**src/design/lpht_pkg.sv**
```systemverilog
// Shared types and constants for the linear probing hash table.
package lpht_pkg;

  localparam int KEY_W     = 32;
  localparam int VAL_W     = 32;
  localparam int CNT_W     = 11;
  localparam int OP_W      = 2;
  localparam int STS_W     = 2;
  localparam int MARK_W    = 2;
  localparam int MAX_SLOTS = 1024;

  typedef logic [OP_W-1:0]   op_t;
  typedef logic [STS_W-1:0]  sts_t;
  typedef logic [MARK_W-1:0] mark_t;

  localparam op_t OP_INSERT = 2'd0;
  localparam op_t OP_QUERY  = 2'd1;
  localparam op_t OP_REMOVE = 2'd2;
  localparam op_t OP_UNUSED = 2'd3;

  localparam sts_t STS_OK      = 2'd0;
  localparam sts_t STS_DUP     = 2'd1;
  localparam sts_t STS_FULL    = 2'd2;
  localparam sts_t STS_MISSING = 2'd3;

  localparam mark_t MARK_EMPTY = 2'd0;
  localparam mark_t MARK_FULL  = 2'd1;
  localparam mark_t MARK_TOMB  = 2'd2;

  typedef enum logic [5:0] {
    ST_CLEAR = 6'b000001,
    ST_IDLE  = 6'b000010,
    ST_DIV   = 6'b000100,
    ST_PRD   = 6'b001000,
    ST_PCHK  = 6'b010000,
    ST_RESP  = 6'b100000
  } state_e;

  typedef struct packed {
    logic accept;
    logic clr_step;
    logic div_step;
    logic probe_chk;
    logic res_load;
  } ctrl_cmd_t;

  typedef struct packed {
    logic clr_last;
    logic div_last;
    logic early_done;
    logic exhausted;
    logic chk_done;
    logic out_busy;
  } dp_stat_t;

endpackage

```
**src/design/lpht_ctrl.sv**
```systemverilog
// Controller state machine for the hash table.
module lpht_ctrl (
  input  logic               clk_i,
  input  logic               rst_ni,
  input  logic               in_valid_i,
  output logic               in_stall_o,
  input  lpht_pkg::dp_stat_t stat_i,
  output lpht_pkg::ctrl_cmd_t cmd_o
);
  import lpht_pkg::*;

  state_e state_q, state_d;

  always_comb begin
    state_d = state_q;
    cmd_o   = '0;
    unique case (state_q)
      ST_CLEAR: begin
        cmd_o.clr_step = 1'b1;
        if (stat_i.clr_last) state_d = ST_IDLE;
      end
      ST_IDLE: begin
        if (in_valid_i) begin
          cmd_o.accept = 1'b1;
          state_d = stat_i.early_done ? ST_RESP : ST_DIV;
        end
      end
      ST_DIV: begin
        cmd_o.div_step = 1'b1;
        if (stat_i.div_last) state_d = ST_PRD;
      end
      ST_PRD: begin
        state_d = stat_i.exhausted ? ST_RESP : ST_PCHK;
      end
      ST_PCHK: begin
        cmd_o.probe_chk = 1'b1;
        state_d = stat_i.chk_done ? ST_RESP : ST_PRD;
      end
      ST_RESP: begin
        if (!stat_i.out_busy) begin
          cmd_o.res_load = 1'b1;
          state_d = ST_IDLE;
        end
      end
      default: state_d = ST_CLEAR;
    endcase
  end

  assign in_stall_o = (state_q != ST_IDLE);

  always_ff @(posedge clk_i or negedge rst_ni) begin
    if (!rst_ni) begin
      state_q <= ST_CLEAR;
    end else begin
      state_q <= state_d;
    end
  end

  a_accept_leaves_idle: assert property (@(posedge clk_i) disable iff (!rst_ni)
    cmd_o.accept |=> state_q != ST_IDLE)
    else $error("idle after accept");

  a_chk_after_read: assert property (@(posedge clk_i) disable iff (!rst_ni)
    state_q == ST_PCHK |-> $past(state_q) == ST_PRD)
    else $error("check without read");

  a_load_to_idle: assert property (@(posedge clk_i) disable iff (!rst_ni)
    cmd_o.res_load |=> state_q == ST_IDLE)
    else $error("result load did not return to idle");
endmodule

```
**config.mk**
```make
export PLATFORM = sky130hd
export DESIGN_NAME = lpht_ctrl
export DESIGN_NICKNAME = d
export VERILOG_FILES = /design/src/design/lpht_pkg.sv /design/src/design/lpht_ctrl.sv
export SDC_FILE = /design/constraint.sdc
export NUM_CORES = 1
export LEC_CHECK = 0
export ABC_AREA = 1
export BUFFER_PORTS_ARGS = -buffer_cell sky130_fd_sc_hd__buf_2
export CORE_AREA = 5 5 42 44
export CTS_BUF_LIST = sky130_fd_sc_hd__clkbuf_2 sky130_fd_sc_hd__clkbuf_4 sky130_fd_sc_hd__clkbuf_8
export DETAILED_ROUTE_END_ITERATION = 10
export DIE_AREA = 0 0 47 49
export PLACE_DENSITY_LB_ADDON = 0.08
export RECOVER_POWER = 25
export SLEW_MARGIN = 20
export SYNTH_ARGS = -nofsm -noshare
export SYNTH_HDL_FRONTEND = slang
export SYNTH_SLANG_ARGS = --single-unit
```
**constraint.sdc**
```tcl
create_clock -name clk_i -period 2 [get_ports clk_i]
set_input_delay 0.4 -clock clk_i [delete_from_list [all_inputs] [get_ports clk_i]]
set_output_delay 0.4 -clock clk_i [all_outputs]
set_load 0.03 [all_outputs]
```
==> results of run 1 <==
## metal layers
| layer | part of all wire | up-vias |
|---|---|---|
| met5 | 0 | - |
| met4 | 0 | 0 |
| met3 | 0.065 | 0 |
| met2 | 0.51 | 11 |
| met1 | 0.42 | 193 |
| li1 | - | 228 |
## repair_timing
action	in CTS	in global routing
endpoints found under the setup margin	0	0
hold buffers	1	0
endpoints found under the hold margin	5	0
## cells in the mapped netlist (all sizes together)
| library cell | number |
|---|---|
| dfrtp | 5 |
| nand2 | 10 |
| nor2 | 16 |
| nand4 | 7 |
| o21ai | 1 |
| nor3 | 1 |
| dfstp | 1 |
| nand3 | 7 |
| inv | 12 |
## where the power goes
part	switching [mW]	leakage (nW)	internal [mW]	total (mW)
clock	0.0454	0.0184	0.0892	0.135
sequential	0.0370	0.0785	0.160	0.197
combinational	0.230	0.229	0.0999	0.330
total	0.313	0.326	0.350	0.662
## area by class of cell
type,count,area (um^2),area share
multi-input combinational,42,226,0.410
sequential,6,151,0.274
timing repair buffer,15,78.8,0.143
inverter,12,45.0,0.0816
clock buffer,4,30.0,0.0544
tap,16,20.0,0.0363
## worst max-delay path: cells and delay by family (launching register included)
family                 cells  cell delay [ns]
and+or+nand+nor            3             0.52
DFF                        1             0.41
buffers and inverters      1             0.20
## kinds of logic (layout without fill, tap and decap cells)
kind of cell / count (synthesis) / count (layout)
compound gates: 1 / 1
flops: 6 / 6
buf+inv: 12 / 31
simple gates: 41 / 41
## worst max-delay path by stage
stage               startpoint  endpoint  depth (start not counted)
finish              state_q[5]  cmd_o[4]                          4
detailed placement  state_q[5]  cmd_o[4]                          4
global route        state_q[3]  cmd_o[4]                          4
floorplan           state_q[3]  cmd_o[4]                          3
CTS                 state_q[5]  cmd_o[4]                          4
global placement    state_q[5]  cmd_o[4]                          4
==> metrics.yaml, run 1 <==
outcome:
  outcome: "complete, no violations"
die:
  core_um2: 1400
  die_y_um: 49
  die_w_um: 47
  num_rows: 14
  die-area_um2: 2300
  io_pins: 15
  start_util: 0.302
placement:
  pre_cts_slack_ns: 0.492
  dp_hpwl_um: 883
  place.gp.congestion: 0.737
  dp.cells: 90
  numPortBuffers: 14
  dpl_cell_area_um2: 513
global_routing:
  grt_pass1_vias: 420
  grt_use_met1: 0.125
  grt_pass1_wl_um: 1750
  grtUsageMet2: 0.163
  met3_usage: 0.0701
  grt_usage: 0.108
  gr-total-overflow: 0
  antenna_found_initial: 0
  grt_max_degree: 10
  grt-busiest-layer: "met2"
synth:
  synth_simple_gate_area_frac: 0.524
  syn_inst: 60
  syn_nets: 69
  synth.area.mux_share: 0
  synth_top_family_by_area: "simple AND/OR/NAND/NOR gates"
  synth_top_area_cell: "dfrtp_1"
  synthesis.area_um2: 423
  seq_area_frac_synth: 0.358
  ys_warn_count: 0
  synth_compound_area_frac: 0.0118
  synthDistinctLibCells: 14
  synthAdderAreaFrac: 0
  synth.area.top_cells: "dfrtp_1, nand4_1, inv_1, nor2_1, nand2_1"
  yosysTopAreaCellShare: 0.296
  ys_seq_elements: 6
  synth-xor-area-share: 0
  syn_area_per_cell_um2: 7.05
layout:
  layout.nets: 89
  drive_gt1_frac: 0.342
  final_common_cell: "buf_2"
  layout_common_cells: "buf_2, inv_1, nor2_1"
  reg_top3: "state_q x6"
  fin_area_um2: 552
  largest_reg_flops: 6
  num_antenna_cells: 0
  final_util: 0.394
  area_growth_pct: 30.5
  fillers: 168
  fin_cells: 95
  top_register: "state_q"
timing:
  fin_hold_ws_ns: 0.328
  maxSlewViolCount: 0
  finClkSkew_ns: 0.00385
  finalSetupTns_ns: 0
  setup_viol: 0
  rsz0062_at_grt: "false"
  tightest_slew_ns: 0.308
  max_freq_mhz: 562
  slew_headroom: 0.795
  period_share: 0.889
  final-hold-violation-count: 0
  fin_crit_ns: 1.78
  postLayoutSetupSlackWorst_ns: 0.221
power:
  vdd_ir_drop_max_mv: 0.708
  power.total_mw: 0.662
  p_per_area_nw_per_um2: 1200
  leakage_nw: 0.326
route:
  wl_um: 1040
  drtIter0Drc: 8
  drc: 0
  ant_nets: 0
  vias: 432
  vias_per_cell: 4.55
  post_drt_wl_per_cell_um: 11.0
  firstDrtPassIters: 4
hold_path:
  hp-start: "stat_i[2]"
  hold_path_end: "state_q[4]"
  min_path_type: "primary input to flop"
  min_path_cells: 2
cts:
  cts_tree: "done"
  clkSinkCount: 6
  numCtsBuffers: 3
  cts_root_buffer: "clkbuf_4"
  clkLatencyLatePin_ns: 0.24
  clock_path_buffers: 2
  postCtsSetupRepairBufs: 0
  path_clk_slew_ns: 0.05
  cts-resized-gates: 0
  htree_levels: 1
worst_setup_path:
  crit_chain: "nor2_4 -> nand3_1 -> nor2_1 -> buf_2"
  cp.arrival_ns: 1.38
  rr_startpoint: "state_q[0]"
  start_kind: "flop"
  r2r_slack_ns: 0.71
  end_kind: "output pin"
  r2r-end: "state_q[1]"
  cp_slowest_cell: "dfrtp_1"
  critPathRequiredTime_ns: 1.60
  critPathKind: "flop to output pin"
  r2r_cells: 7
  cpPeakStageDelay_ns: 0.41
  path_max_fanout: 9
flow_run:
  cap_violations: 0
(Power assumes the default switching activity.)
==> run 2, diff against run 1 <==
--- a/config.mk
+++ b/config.mk
@@ -9,10 +9,11 @@
 export BUFFER_PORTS_ARGS = -buffer_cell sky130_fd_sc_hd__buf_2
 export CORE_AREA = 5 5 42 44
 export CTS_BUF_LIST = sky130_fd_sc_hd__clkbuf_2 sky130_fd_sc_hd__clkbuf_4 sky130_fd_sc_hd__clkbuf_8
+export CTS_CLUSTER_SIZE = 30
 export DETAILED_ROUTE_END_ITERATION = 10
 export DIE_AREA = 0 0 47 49
 export PLACE_DENSITY_LB_ADDON = 0.08
-export RECOVER_POWER = 25
+export RECOVER_POWER = 100
 export SLEW_MARGIN = 20
 export SYNTH_ARGS = -nofsm -noshare
 export SYNTH_HDL_FRONTEND = slang
==> constraint.sdc (replaced) <==
create_clock -name clk_i -period 1.8 [get_ports clk_i]
set_input_delay 0.36 -clock clk_i [delete_from_list [all_inputs] [get_ports clk_i]]
set_output_delay 0.36 -clock clk_i [all_outputs]
set_load 0.03 [all_outputs]
==> run 2 against run 1 <==
Cell area rose by 1.8%. Worst hold slack got worse by 0.055 ns. Cell count stayed put. Setup slack got worse by 0.14 ns. Via count increased by 3.5%. Critical path depth stayed put. Total power up 12%. Core utilization is 0.71 points higher. Count of clock-buffer cells in the layout unchanged. Clock skew is essentially flat.
==> metrics.yaml, run 2 (synthesis results as in run 1) <==
cts:
  cts_tree: "done"
  clkLatencyLatePin_ns: 0.25
  path_clk_slew_ns: 0.05
  postCtsSetupRepairBufs: 0
  clock_path_buffers: 2
  htree_levels: 1
  clkSinkCount: 6
  cts_root_buffer: "clkbuf_4"
  numCtsBuffers: 3
die:
  die-area_um2: 2300
  num_rows: 14
  io_pins: 15
  start_util: 0.302
  die_w_um: 47
  core_um2: 1400
  die_y_um: 49
placement:
  pre_cts_slack_ns: 0.324
  numPortBuffers: 14
  dp_hpwl_um: 878
  place.gp.congestion: 0.798
  dpl_cell_area_um2: 515
global_routing:
  met3_usage: 0.0443
  antenna_found_initial: 0
  grt_usage: 0.107
  grt-busiest-layer: "met2"
  grt_use_met1: 0.118
  grt_max_degree: 10
  grt_pass1_vias: 438
  grt_pass1_wl_um: 1720
  grtUsageMet2: 0.167
  gr-total-overflow: 0
worst_setup_path:
  cpPeakStageDelay_ns: 0.41
  path_depth: 4
  end_kind: "output pin"
  r2r_slack_ns: 0.49
  rr_startpoint: "state_q[2]"
  critPathKind: "flop to output pin"
  crit_buf_inv: 1
  cp-endpoint: "cmd_o[4]"
  r2r_cells: 6
  startpoint: "state_q[2]"
  cp.arrival_ns: 1.36
  crit_chain: "nor2_4 -> nand3_2 -> nor2_2 -> buf_2"
  cp_top_family: "simple AND/OR/NAND/NOR gates"
  path_max_fanout: 8
  cp_slowest_cell: "dfrtp_1"
  start_kind: "flop"
  critPathRequiredTime_ns: 1.44
  r2r-end: "state_q[2]"
flow_run:
  cap_violations: 0
layout:
  fin_area_um2: 562
  layout_common_cells: "inv_1, nor2_1, buf_2"
  drive_gt1_frac: 0.367
  area_growth_pct: 32.8
  fillers: 165
  reg_top3: "state_q x6"
  top_register: "state_q"
  num_antenna_cells: 0
  largest_reg_flops: 6
  layout.nets: 89
timing:
  finClkSkew_ns: 0.00407
  final-hold-violation-count: 0
  rsz0062_at_grt: "false"
  setup_viol: 0
  tightest_slew_ns: 0.326
  maxSlewViolCount: 0
  period_share: 0.954
  slew_headroom: 0.783
  finalSetupTns_ns: 0
  postLayoutSetupSlackWorst_ns: 0.0830
  max_freq_mhz: 582
  fin_crit_ns: 1.72
route:
  wl_um: 1060
  vias_per_cell: 4.71
  ant_nets: 0
  post_drt_wl_per_cell_um: 11.2
  vias: 447
  drtIter0Drc: 5
  drc: 0
  firstDrtPassIters: 4
power:
  vdd_ir_drop_max_mv: 0.749
  seq_power_share: 0.296
  swShare: 0.476
  p_clk_frac: 0.213
  power.total_mw: 0.743
  p_per_area_nw_per_um2: 1320
  p_switching_mw: 0.353
  p_comb_frac: 0.492
  leakage_nw: 0.324
  cell_internal_pwr_mw: 0.389
outcome:
  outcome: "complete, no violations"
hold_path:
  min_path_type: "primary input to flop"
## run 2: cell count changes in the layout (fill, tap and decap cells not counted), sizes merged
cell | before | now
buf | 13 | 10
clkbuf | 5 | 8
## run 2: what timing repair did
action,in CTS,in global routing
endpoints found under the hold margin,5,0
hold buffers,1,0
setup endpoints to repair,0,1
gates resized for setup,0,3
## run 2: area by class of cell
type / count / area, um^2 / share of cell area
inverter: 12 / 45.0 / 0.0802
sequential: 6 / 151 / 0.269
multi-input combinational: 42 / 236 / 0.421
clock buffer: 4 / 30.0 / 0.0535
timing repair buffer: 15 / 78.8 / 0.140
tap: 16 / 20.0 / 0.0356
## run 2: worst min path at each step
stage	end	startpoint	cells past startpoint	slack, ns
5_1_grt	state_q[4]	stat_i[2]	2	0.27
2_1_floorplan	state_q[1]	rst_ni	0	0.06
3_3_place_gp	state_q[2]	rst_ni	1	0.19
3_5_place_dp	state_q[2]	rst_ni	1	0.19
4_1_cts	state_q[4]	stat_i[2]	2	0.27
6_report	state_q[4]	stat_i[2]	2	0.27
## run 2: power by group through the flow
stage | Combinational, mW | Sequential [mW] | Clock [mW]
after floorplan | 0.276 | 0.217 | 0
after global placement | 0.364 | 0.220 | 0
after detailed placement | 0.360 | 0.222 | 0
after CTS | 0.363 | 0.220 | 0.162
after global routing | 0.408 | 0.223 | 0.171
final | 0.365 | 0.220 | 0.158
## run 2: routing by layer
metal  vias up  routed length [um]  share of wire
met4         0                  15          0.014
li1        235                   -              -
met5         -                   0              0
met3         2                  75          0.071
met2        15                 520           0.49
met1       195                 450           0.42
## run 2: metrics by stage
stage | instances | hold WS, ns | utilization
2_1_floorplan | 60 | 0.0644 | -
3_3_place_gp | 90 | 0.192 | 0.368
3_5_place_dp | 90 | 0.194 | 0.368
4_1_cts | 95 | 0.266 | 0.396
5_1_grt | 95 | 0.266 | 0.401
6_report | 95 | 0.273 | 0.401
